## src/rtl/pgu_pkg.sv

```systemverilog
// shared types and constants for the permutation generator
package pgu_pkg;

    localparam int MAX_SET_SIZE_DEF = 8;
    localparam int DIGIT_W          = 4;
    localparam int SET_SIZE_W       = 4;
    localparam int PERM_W           = 32;
    localparam int WORD_DIGITS      = PERM_W / DIGIT_W;
    localparam logic [SET_SIZE_W-1:0] SET_SIZE_RESET = 4'd3;

    // register map, by word index
    localparam logic REG_SET_SIZE = 1'b0;

    typedef enum logic [1:0] {
        CELL_HOLD,
        CELL_FROM_UP,
        CELL_FROM_DOWN
    } cell_op_t;

    typedef enum logic [1:0] {
        ROW_HOLD,
        ROW_PUSH,
        ROW_POP,
        ROW_SET
    } row_op_t;

    typedef struct packed {
        row_op_t              op;
        logic [DIGIT_W-1:0]   digit;
    } row_ctrl_t;

endpackage

```

## src/rtl/pgu_cell.sv

```systemverilog
// one stack cell: holds a digit, takes it from the neighbor above or below
module pgu_cell (
    input  logic                         aclk,
    input  pgu_pkg::cell_op_t            op,
    input  logic [pgu_pkg::DIGIT_W-1:0]  up_digit,
    input  logic [pgu_pkg::DIGIT_W-1:0]  down_digit,
    output logic [pgu_pkg::DIGIT_W-1:0]  digit
);

    logic [pgu_pkg::DIGIT_W-1:0] digit_reg;
    logic [pgu_pkg::DIGIT_W-1:0] digit_next;

    always_comb begin
        case (op)
            pgu_pkg::CELL_FROM_UP:   digit_next = up_digit;
            pgu_pkg::CELL_FROM_DOWN: digit_next = down_digit;
            default:                 digit_next = digit_reg;
        endcase
    end

    always_ff @(posedge aclk) begin
        digit_reg <= digit_next;
    end

    assign digit = digit_reg;

endmodule

```

## src/rtl/pgu_row.sv

```systemverilog
// row of stack cells, top of stack in cell 0
module pgu_row #(
    parameter int MAX_SET_SIZE = pgu_pkg::MAX_SET_SIZE_DEF
) (
    input  logic                                           aclk,
    input  pgu_pkg::row_ctrl_t                             ctrl,
    output logic [MAX_SET_SIZE-1:0][pgu_pkg::DIGIT_W-1:0]  cells
);

    genvar i;
    generate
        for (i = 0; i < MAX_SET_SIZE; i++) begin : g_cell
            logic [pgu_pkg::DIGIT_W-1:0] up_digit;
            logic [pgu_pkg::DIGIT_W-1:0] down_digit;
            pgu_pkg::cell_op_t           op;

            if (i == 0) begin : g_top
                assign up_digit = ctrl.digit;
            end else begin : g_mid
                assign up_digit = cells[i-1];
            end

            if (i == MAX_SET_SIZE - 1) begin : g_bottom
                assign down_digit = '0;
            end else begin : g_inner
                assign down_digit = cells[i+1];
            end

            always_comb begin
                case (ctrl.op)
                    pgu_pkg::ROW_PUSH: op = pgu_pkg::CELL_FROM_UP;
                    pgu_pkg::ROW_POP:  op = pgu_pkg::CELL_FROM_DOWN;
                    pgu_pkg::ROW_SET:  op = (i == 0) ? pgu_pkg::CELL_FROM_UP
                                                     : pgu_pkg::CELL_HOLD;
                    default:           op = pgu_pkg::CELL_HOLD;
                endcase
            end

            pgu_cell u_cell (
                .aclk       (aclk),
                .op         (op),
                .up_digit   (up_digit),
                .down_digit (down_digit),
                .digit      (cells[i])
            );
        end
    endgenerate

endmodule

```

## src/rtl/permutation_generator_unit.sv

```systemverilog
// Lexicographic permutation source of 1..n, one permutation per request. The current
// permutation lives in a stack of digit cells that shift as one row on push and pop; a
// free-digit mask keeps the digits distinct. A request runs the backtracking search one
// stack level per cycle: pop levels until the top can advance, advance it, then refill
// with the smallest free digits. A restart or first request steps through accept, the fill
// pushes, a check that sees the stack full and the load of the result; a next request first
// pops the exhausted levels, advances the top and then refills the popped levels the same
// way. A result held by a stalled output delays the load. The next request is taken once
// the current result is in the output register.
module permutation_generator_unit #(
    parameter int MAX_SET_SIZE = pgu_pkg::MAX_SET_SIZE_DEF
) (
    input  logic        aclk,
    input  logic        aresetn,
    // request channel
    input  logic        s_tvalid,
    output logic        s_tready,
    input  logic [7:0]  s_tdata,   // [0] restart, [7:1] zero
    // result channel
    output logic        m_tvalid,
    input  logic        m_tready,
    output logic [31:0] m_tdata,   // [31:0] perm_word
    output logic [0:0]  m_tuser,   // [0] is_last
    // configuration
    input  logic        psel,
    input  logic        penable,
    input  logic        pwrite,
    input  logic [2:0]  paddr,
    input  logic [31:0] pwdata,
    output logic [31:0] prdata,
    output logic        pready
);

    localparam int CNT_W = $clog2(MAX_SET_SIZE + 1);
    localparam int DW    = pgu_pkg::DIGIT_W;

    typedef enum logic [1:0] {
        ST_IDLE,
        ST_ADV,
        ST_FILL,
        ST_DONE
    } state_t;

    state_t                          state_reg, state_next;
    logic [CNT_W-1:0]                depth_reg, depth_next;
    logic [MAX_SET_SIZE:1]           free_reg, free_next;
    logic                            running_reg, running_next;
    logic [pgu_pkg::SET_SIZE_W-1:0]  set_size_reg, set_size_next;
    logic                            m_tvalid_reg, m_tvalid_next;
    logic [pgu_pkg::PERM_W-1:0]      m_tdata_reg, m_tdata_next;
    logic                            m_tuser_reg, m_tuser_next;

    logic [MAX_SET_SIZE-1:0][DW-1:0] cells;
    pgu_pkg::row_ctrl_t              row_ctrl;
    logic [CNT_W-1:0]                n_eff;
    logic [MAX_SET_SIZE:1]           all_free;
    logic [MAX_SET_SIZE:1]           top_bit;
    logic [MAX_SET_SIZE:1]           pick_bit;
    logic [DW-1:0]                   thr;
    logic [DW-1:0]                   pick;
    logic                            found;
    logic                            cfg_wr;
    logic [pgu_pkg::PERM_W-1:0]      word;
    logic                            last;

    // effective set size: zero counts as one, large values saturate
    always_comb begin
        if (set_size_reg == '0) begin
            n_eff = CNT_W'(1);
        end else if (int'(set_size_reg) > MAX_SET_SIZE) begin
            n_eff = CNT_W'(MAX_SET_SIZE);
        end else begin
            n_eff = CNT_W'(set_size_reg);
        end
    end

    // smallest free digit above the threshold
    assign thr = (state_reg == ST_ADV) ? cells[0] : '0;

    always_comb begin
        found    = 1'b0;
        pick     = '0;
        pick_bit = '0;
        all_free = '0;
        top_bit  = '0;
        for (int c = MAX_SET_SIZE; c >= 1; c--) begin
            all_free[c] = (c <= int'(n_eff));
            top_bit[c]  = (int'(cells[0]) == c);
            if (free_reg[c] && c > int'(thr)) begin
                found = 1'b1;
                pick  = DW'(c);
            end
        end
        for (int c = 1; c <= MAX_SET_SIZE; c++) begin
            pick_bit[c] = (int'(pick) == c);
        end
    end

    // result view: position p sits in cell n-1-p once the stack is full
    always_comb begin
        word = '0;
        last = 1'b1;
        for (int p = 0; p < pgu_pkg::WORD_DIGITS; p++) begin
            for (int k = 0; k < MAX_SET_SIZE; k++) begin
                if (k + p + 1 == int'(n_eff)) begin
                    word[p*DW +: DW] = cells[k];
                end
            end
        end
        for (int k = 0; k < MAX_SET_SIZE - 1; k++) begin
            if (k + 1 < int'(n_eff) && cells[k] > cells[k+1]) begin
                last = 1'b0;
            end
        end
    end

    assign cfg_wr = psel && penable && pwrite && pready;

    always_comb begin
        state_next     = state_reg;
        depth_next     = depth_reg;
        free_next      = free_reg;
        running_next   = running_reg;
        set_size_next  = set_size_reg;
        m_tvalid_next  = m_tvalid_reg;
        m_tdata_next   = m_tdata_reg;
        m_tuser_next   = m_tuser_reg;
        row_ctrl.op    = pgu_pkg::ROW_HOLD;
        row_ctrl.digit = pick;

        if (m_tvalid_reg && m_tready) begin
            m_tvalid_next = 1'b0;
        end

        case (state_reg)
            ST_IDLE: begin
                if (s_tvalid) begin
                    if (s_tdata[0] || !running_reg) begin
                        depth_next = '0;
                        free_next  = all_free;
                        state_next = ST_FILL;
                    end else begin
                        state_next = ST_ADV;
                    end
                end
            end
            ST_ADV: begin
                if (depth_reg == '0) begin
                    free_next  = all_free;
                    state_next = ST_FILL;
                end else if (found) begin
                    row_ctrl.op = pgu_pkg::ROW_SET;
                    free_next   = (free_reg | top_bit) & ~pick_bit;
                    state_next  = ST_FILL;
                end else begin
                    // top level exhausted: give its digit back and pop
                    row_ctrl.op = pgu_pkg::ROW_POP;
                    free_next   = free_reg | top_bit;
                    depth_next  = depth_reg - CNT_W'(1);
                end
            end
            ST_FILL: begin
                if (depth_reg >= n_eff) begin
                    state_next = ST_DONE;
                end else begin
                    row_ctrl.op = pgu_pkg::ROW_PUSH;
                    free_next   = free_reg & ~pick_bit;
                    depth_next  = depth_reg + CNT_W'(1);
                end
            end
            ST_DONE: begin
                if (!m_tvalid_reg || m_tready) begin
                    m_tvalid_next = 1'b1;
                    m_tdata_next  = word;
                    m_tuser_next  = last;
                    running_next  = !last;
                    state_next    = ST_IDLE;
                end
            end
            default: begin
                state_next = ST_IDLE;
            end
        endcase

        if (cfg_wr && paddr[2] == pgu_pkg::REG_SET_SIZE) begin
            set_size_next = pwdata[pgu_pkg::SET_SIZE_W-1:0];
            running_next  = 1'b0;
        end
    end

    always_ff @(posedge aclk) begin
        if (!aresetn) begin
            state_reg    <= ST_IDLE;
            depth_reg    <= '0;
            free_reg     <= '0;
            running_reg  <= 1'b0;
            set_size_reg <= pgu_pkg::SET_SIZE_RESET;
            m_tvalid_reg <= 1'b0;
        end else begin
            state_reg    <= state_next;
            depth_reg    <= depth_next;
            free_reg     <= free_next;
            running_reg  <= running_next;
            set_size_reg <= set_size_next;
            m_tvalid_reg <= m_tvalid_next;
        end
        m_tdata_reg <= m_tdata_next;
        m_tuser_reg <= m_tuser_next;
    end

    pgu_row #(
        .MAX_SET_SIZE (MAX_SET_SIZE)
    ) u_row (
        .aclk  (aclk),
        .ctrl  (row_ctrl),
        .cells (cells)
    );

    assign s_tready = (state_reg == ST_IDLE);
    assign m_tvalid = m_tvalid_reg;
    assign m_tdata  = m_tdata_reg;
    assign m_tuser  = m_tuser_reg;
    assign pready   = 1'b1;
    assign prdata   = (paddr[2] == pgu_pkg::REG_SET_SIZE)
                      ? {{(32 - pgu_pkg::SET_SIZE_W){1'b0}}, set_size_reg} : '0;

endmodule

```

## config.mk

```make
export PLATFORM = sky130hd
export DESIGN_NAME = permutation_generator_unit
export DESIGN_NICKNAME = d
export VERILOG_FILES = /design/src/rtl/pgu_pkg.sv /design/src/rtl/pgu_cell.sv /design/src/rtl/pgu_row.sv /design/src/rtl/permutation_generator_unit.sv
export SDC_FILE = /design/constraint.sdc
export NUM_CORES = 1
export LEC_CHECK = 0
export BUFFER_PORTS_ARGS = -buffer_cell sky130_fd_sc_hd__buf_2
export CORE_MARGIN = 4
export CORE_UTILIZATION = 25
export CTS_BUF_LIST = sky130_fd_sc_hd__clkbuf_4 sky130_fd_sc_hd__clkbuf_8
export CTS_CLUSTER_DIAMETER = 50
export DETAILED_ROUTE_END_ITERATION = 8
export PLACE_DENSITY = 0.4
export REMOVE_ABC_BUFFERS = 1
export SETUP_SLACK_MARGIN = 0.4
export SLEW_MARGIN = 5
export SYNTH_ARGS = -nofsm -noshare
export SYNTH_HDL_FRONTEND = slang
export SYNTH_SLANG_ARGS = --single-unit
```

## constraint.sdc

```tcl
create_clock -name aclk -period 3.26 [get_ports aclk]
set_input_delay 0.326 -clock aclk [delete_from_list [all_inputs] [get_ports aclk]]
set_output_delay 0.326 -clock aclk [all_outputs]
set_load 0.01 [all_outputs]
```

==> results.ini <==
[pwr]
pwr-share-clk_pct=17.5
finalPower_mw=5.317
power_density_mw_per_mm2=770.9
p_leak_nw=2.779
seqPwrFrac_pct=35.5
peakVddDrop_mv=0.4036
power.internal_mw=3.056
sw_frac_of_total_pct=42.53
p_comb_share_pct=47.0
power.switching_mw=2.261

[grt]
grt_usage_pct=14.72
grt_pass1_wl_um=29980
grt_max_degree=37
antenna_found_initial=0
grt_pass1_vias=5137
grt_overflow=0

[finish]
final_common_cell=o21ai_0
fill_cells=2472
layout_common_cells=o21ai_0 (79), nand2_1 (72), edfxtp_1 (65), buf_2 (51), inv_1 (47)
drive_gt1_share_pct=17.84
stdcell_count=1036
fin_util_pct=30.10
antenna_cells=0
nets=812
area_growth_pct=17.30

[logic_synthesis]
synth_top_area_share_pct=33.20
synth_cell_types=63
synthFlopType=edfxtp_1
synth_area_leader_cell=edfxtp_1
syn_avg_cell_area_um2=8.962
ys_seq_area_share_pct=40.01
synthCells=656
synth_area_mm2=0.005879
async_flop_share_pct=0
synth_edf_count=65
yosys_warnings=0
ys_seq_elements=85
synth_area_leaders=edfxtp_1 (33%), ha_1 (8.9%), dfxtp_1 (6.8%), o21ai_0 (6.7%), nand2_1 (4.7%)

[worst_setup_path]
cp-start-kind=flip-flop
worstSetupEndpointType=flip-flop
r2r_cells=10
regToRegSetupSlack_ns=0.57
reg2reg_from=state_reg[1]
cp.buffers_inverters=1
crit_required_ns=3.40
worstPathMaxFanout=8
critPathKind=reg2reg
crit_family=compound AO/OA/AOI/OAI gates
crit_chain=inv_1, ha_4, o21ai_0, a32oi_2, nand3_4, nor3b_2, o21ai_0, nand2_2, ha_2, mux2_2
cpMaxStageDelayCell=mux2_2
slowest_delay_ns=0.35
r2r_end=u_row.g_cell[0].u_cell.digit[3]
arrival_ns=2.83
crit_top_cell=o21ai_0

[route]
drtIter0Drc=431
ant_nets=0
dr.pass1.iters=6
avgViaCountPerCell=4.966
drc_errors=0
drt-total-wl_um=19050
dr_total_vias=5145
drt-wirelength-per-cell_um=18.39

[clock_network]
path_clk_slew_ns=0.09
cts_tree=built
cts.sinks=85
cts_root_buf=clkbuf_8
cts_made_buffers=9
h-tree-depth=3
clk_latency_ns=0.38
clock_path_buffers=2

[timing]
post-route-period-util_pct=82.49
hold_viol=0
postLayoutSetupSlackWorst_ns=0.5709
max-slew-margin-rel_pct=56.95
setup_violations=0
rsz0062_at_grt=false
fmax_mhz=371.9
worst_pin_slew_ns=0.6433
layout_min_cycle_time_ns=2.689
drv_slew=0
whs_ns=0.1645
finClkSkew_ns=0.01222

[floorplanning]
die_w_um=161.4
core-area_mm2=0.02292
pin_count=118
start_util_pct=25.66
rows=55
dieArea_mm2=0.02604
die_h_um=161.4

[min_path]
whs_endpoint=set_size_reg[1]
hold_path_class=in2reg
min_from=pwdata[1]
hold_depth=3

[placement]
dp_slack_ns=0.2258
portBuffers=51
dp_hpwl_um=13910
routabilityCongestion=0.8668
place_inst=1008

[run_status]
status=finished clean

[job]
drv_cap=0

==> kinds of logic (layout without fill, tap and decap cells) <==
group	after synthesis	after routing	share of synthesized area, %
AO/OA/AOI/OAI	206	206	22.92
AND/OR/NAND/NOR	184	184	14.83
buffers and inverters	117	157	9.555
flip-flops	85	85	40.01
adder cells (fa/ha/maj)	43	43	9.279
multiplexers	17	17	2.979
other	2	29	0.1277
XOR/XNOR	2	2	0.2980
==> area by class of cell <==
class | instances | area (um^2) | area share, %
Multi-Input combinational cell | 481 | 3129 | 45.37
Inverter | 48 | 180.2 | 2.612
Clock inverter | 5 | 107.6 | 1.560
Sequential cell | 85 | 2354 | 34.13
Timing Repair Buffer | 94 | 603.1 | 8.745
Tap cell | 313 | 391.6 | 5.679
Clock buffer | 10 | 131.4 | 1.905
==> worst max-delay path by stage <==
stage / start / slack [ns] / endpoint / depth (start not counted)
after global placement: state_reg[1] / 0.25 / u_row.g_cell[1].u_cell.digit[1] / 10
after floorplan: set_size_reg[3] / -0.78 / u_row.g_cell[1].u_cell.digit[1] / 11
after detailed placement: state_reg[1] / 0.23 / u_row.g_cell[1].u_cell.digit[3] / 10
after global routing: set_size_reg[3] / 0.38 / u_row.g_cell[4].u_cell.digit[3] / 12
final: state_reg[1] / 0.57 / u_row.g_cell[0].u_cell.digit[3] / 10
after CTS: state_reg[1] / 0.41 / u_row.g_cell[1].u_cell.digit[3] / 10
==> synth_stat cells (7+ instances only) <==
library cell and n:
nand2b_1 10, o21ai_0 79, dfxtp_1 20, a222oi_1 8, nand4_1 7, inv_1 47, nand3_1 10, a22oi_1 18
ha_1 42, buf_4 31, nor3_1 8, nor2_1 41, nand2_1 73, nor2b_1 15, edfxtp_1 65, a21oi_1 36
clkbuf_1 28, mux2i_1 13, and2_1 7
==> worst register-to-register path, cell delays in order, from the launching register on <==
cell and delay, ns:
dfxtp_1 0.34, inv_1 0.15, ha_4 0.21, o21ai_0 0.16, a32oi_2 0.30, nand3_4 0.16
nor3b_2 0.23, o21ai_0 0.12, nand2_2 0.16, ha_2 0.28, mux2_2 0.35
==> power by group through the flow <==
stage / Clock, mW / Sequential (mW) / Combinational (mW)
after global routing: 1.01 / 1.92 / 2.82
after CTS: 0.973 / 1.91 / 2.40
after global placement: 0 / 1.93 / 2.32
after detailed placement: 0 / 1.94 / 2.35
after floorplan: 0 / 1.84 / 1.51
final: 0.933 / 1.88 / 2.50
==> per-layer routing <==
layer  GRT usage, %  up-vias  share of wire [%]
li1               -     2476                  -
met3          3.164       22                6.5
met5              0        -                  0
met1          20.46     2446                 47
met2          23.08      201                 45
met4          4.265        0                1.6
==> what timing repair did <==
action,in CTS,in global routing
cloned,0,0
gates resized for setup,3,8
setup buffers,4,9
pin swaps,0,3
hold buffers,0,0
setup endpoints to repair,57,62
==> stage by stage <==
step	TNS, ns	area [um^2]
6_report	0	6897
2_1_floorplan	-34.81	5599
3_5_place_dp	0	6510
3_3_place_gp	0	6510
4_1_cts	0	6788
5_1_grt	0	6897
Power figures use the tool's default switching activity.
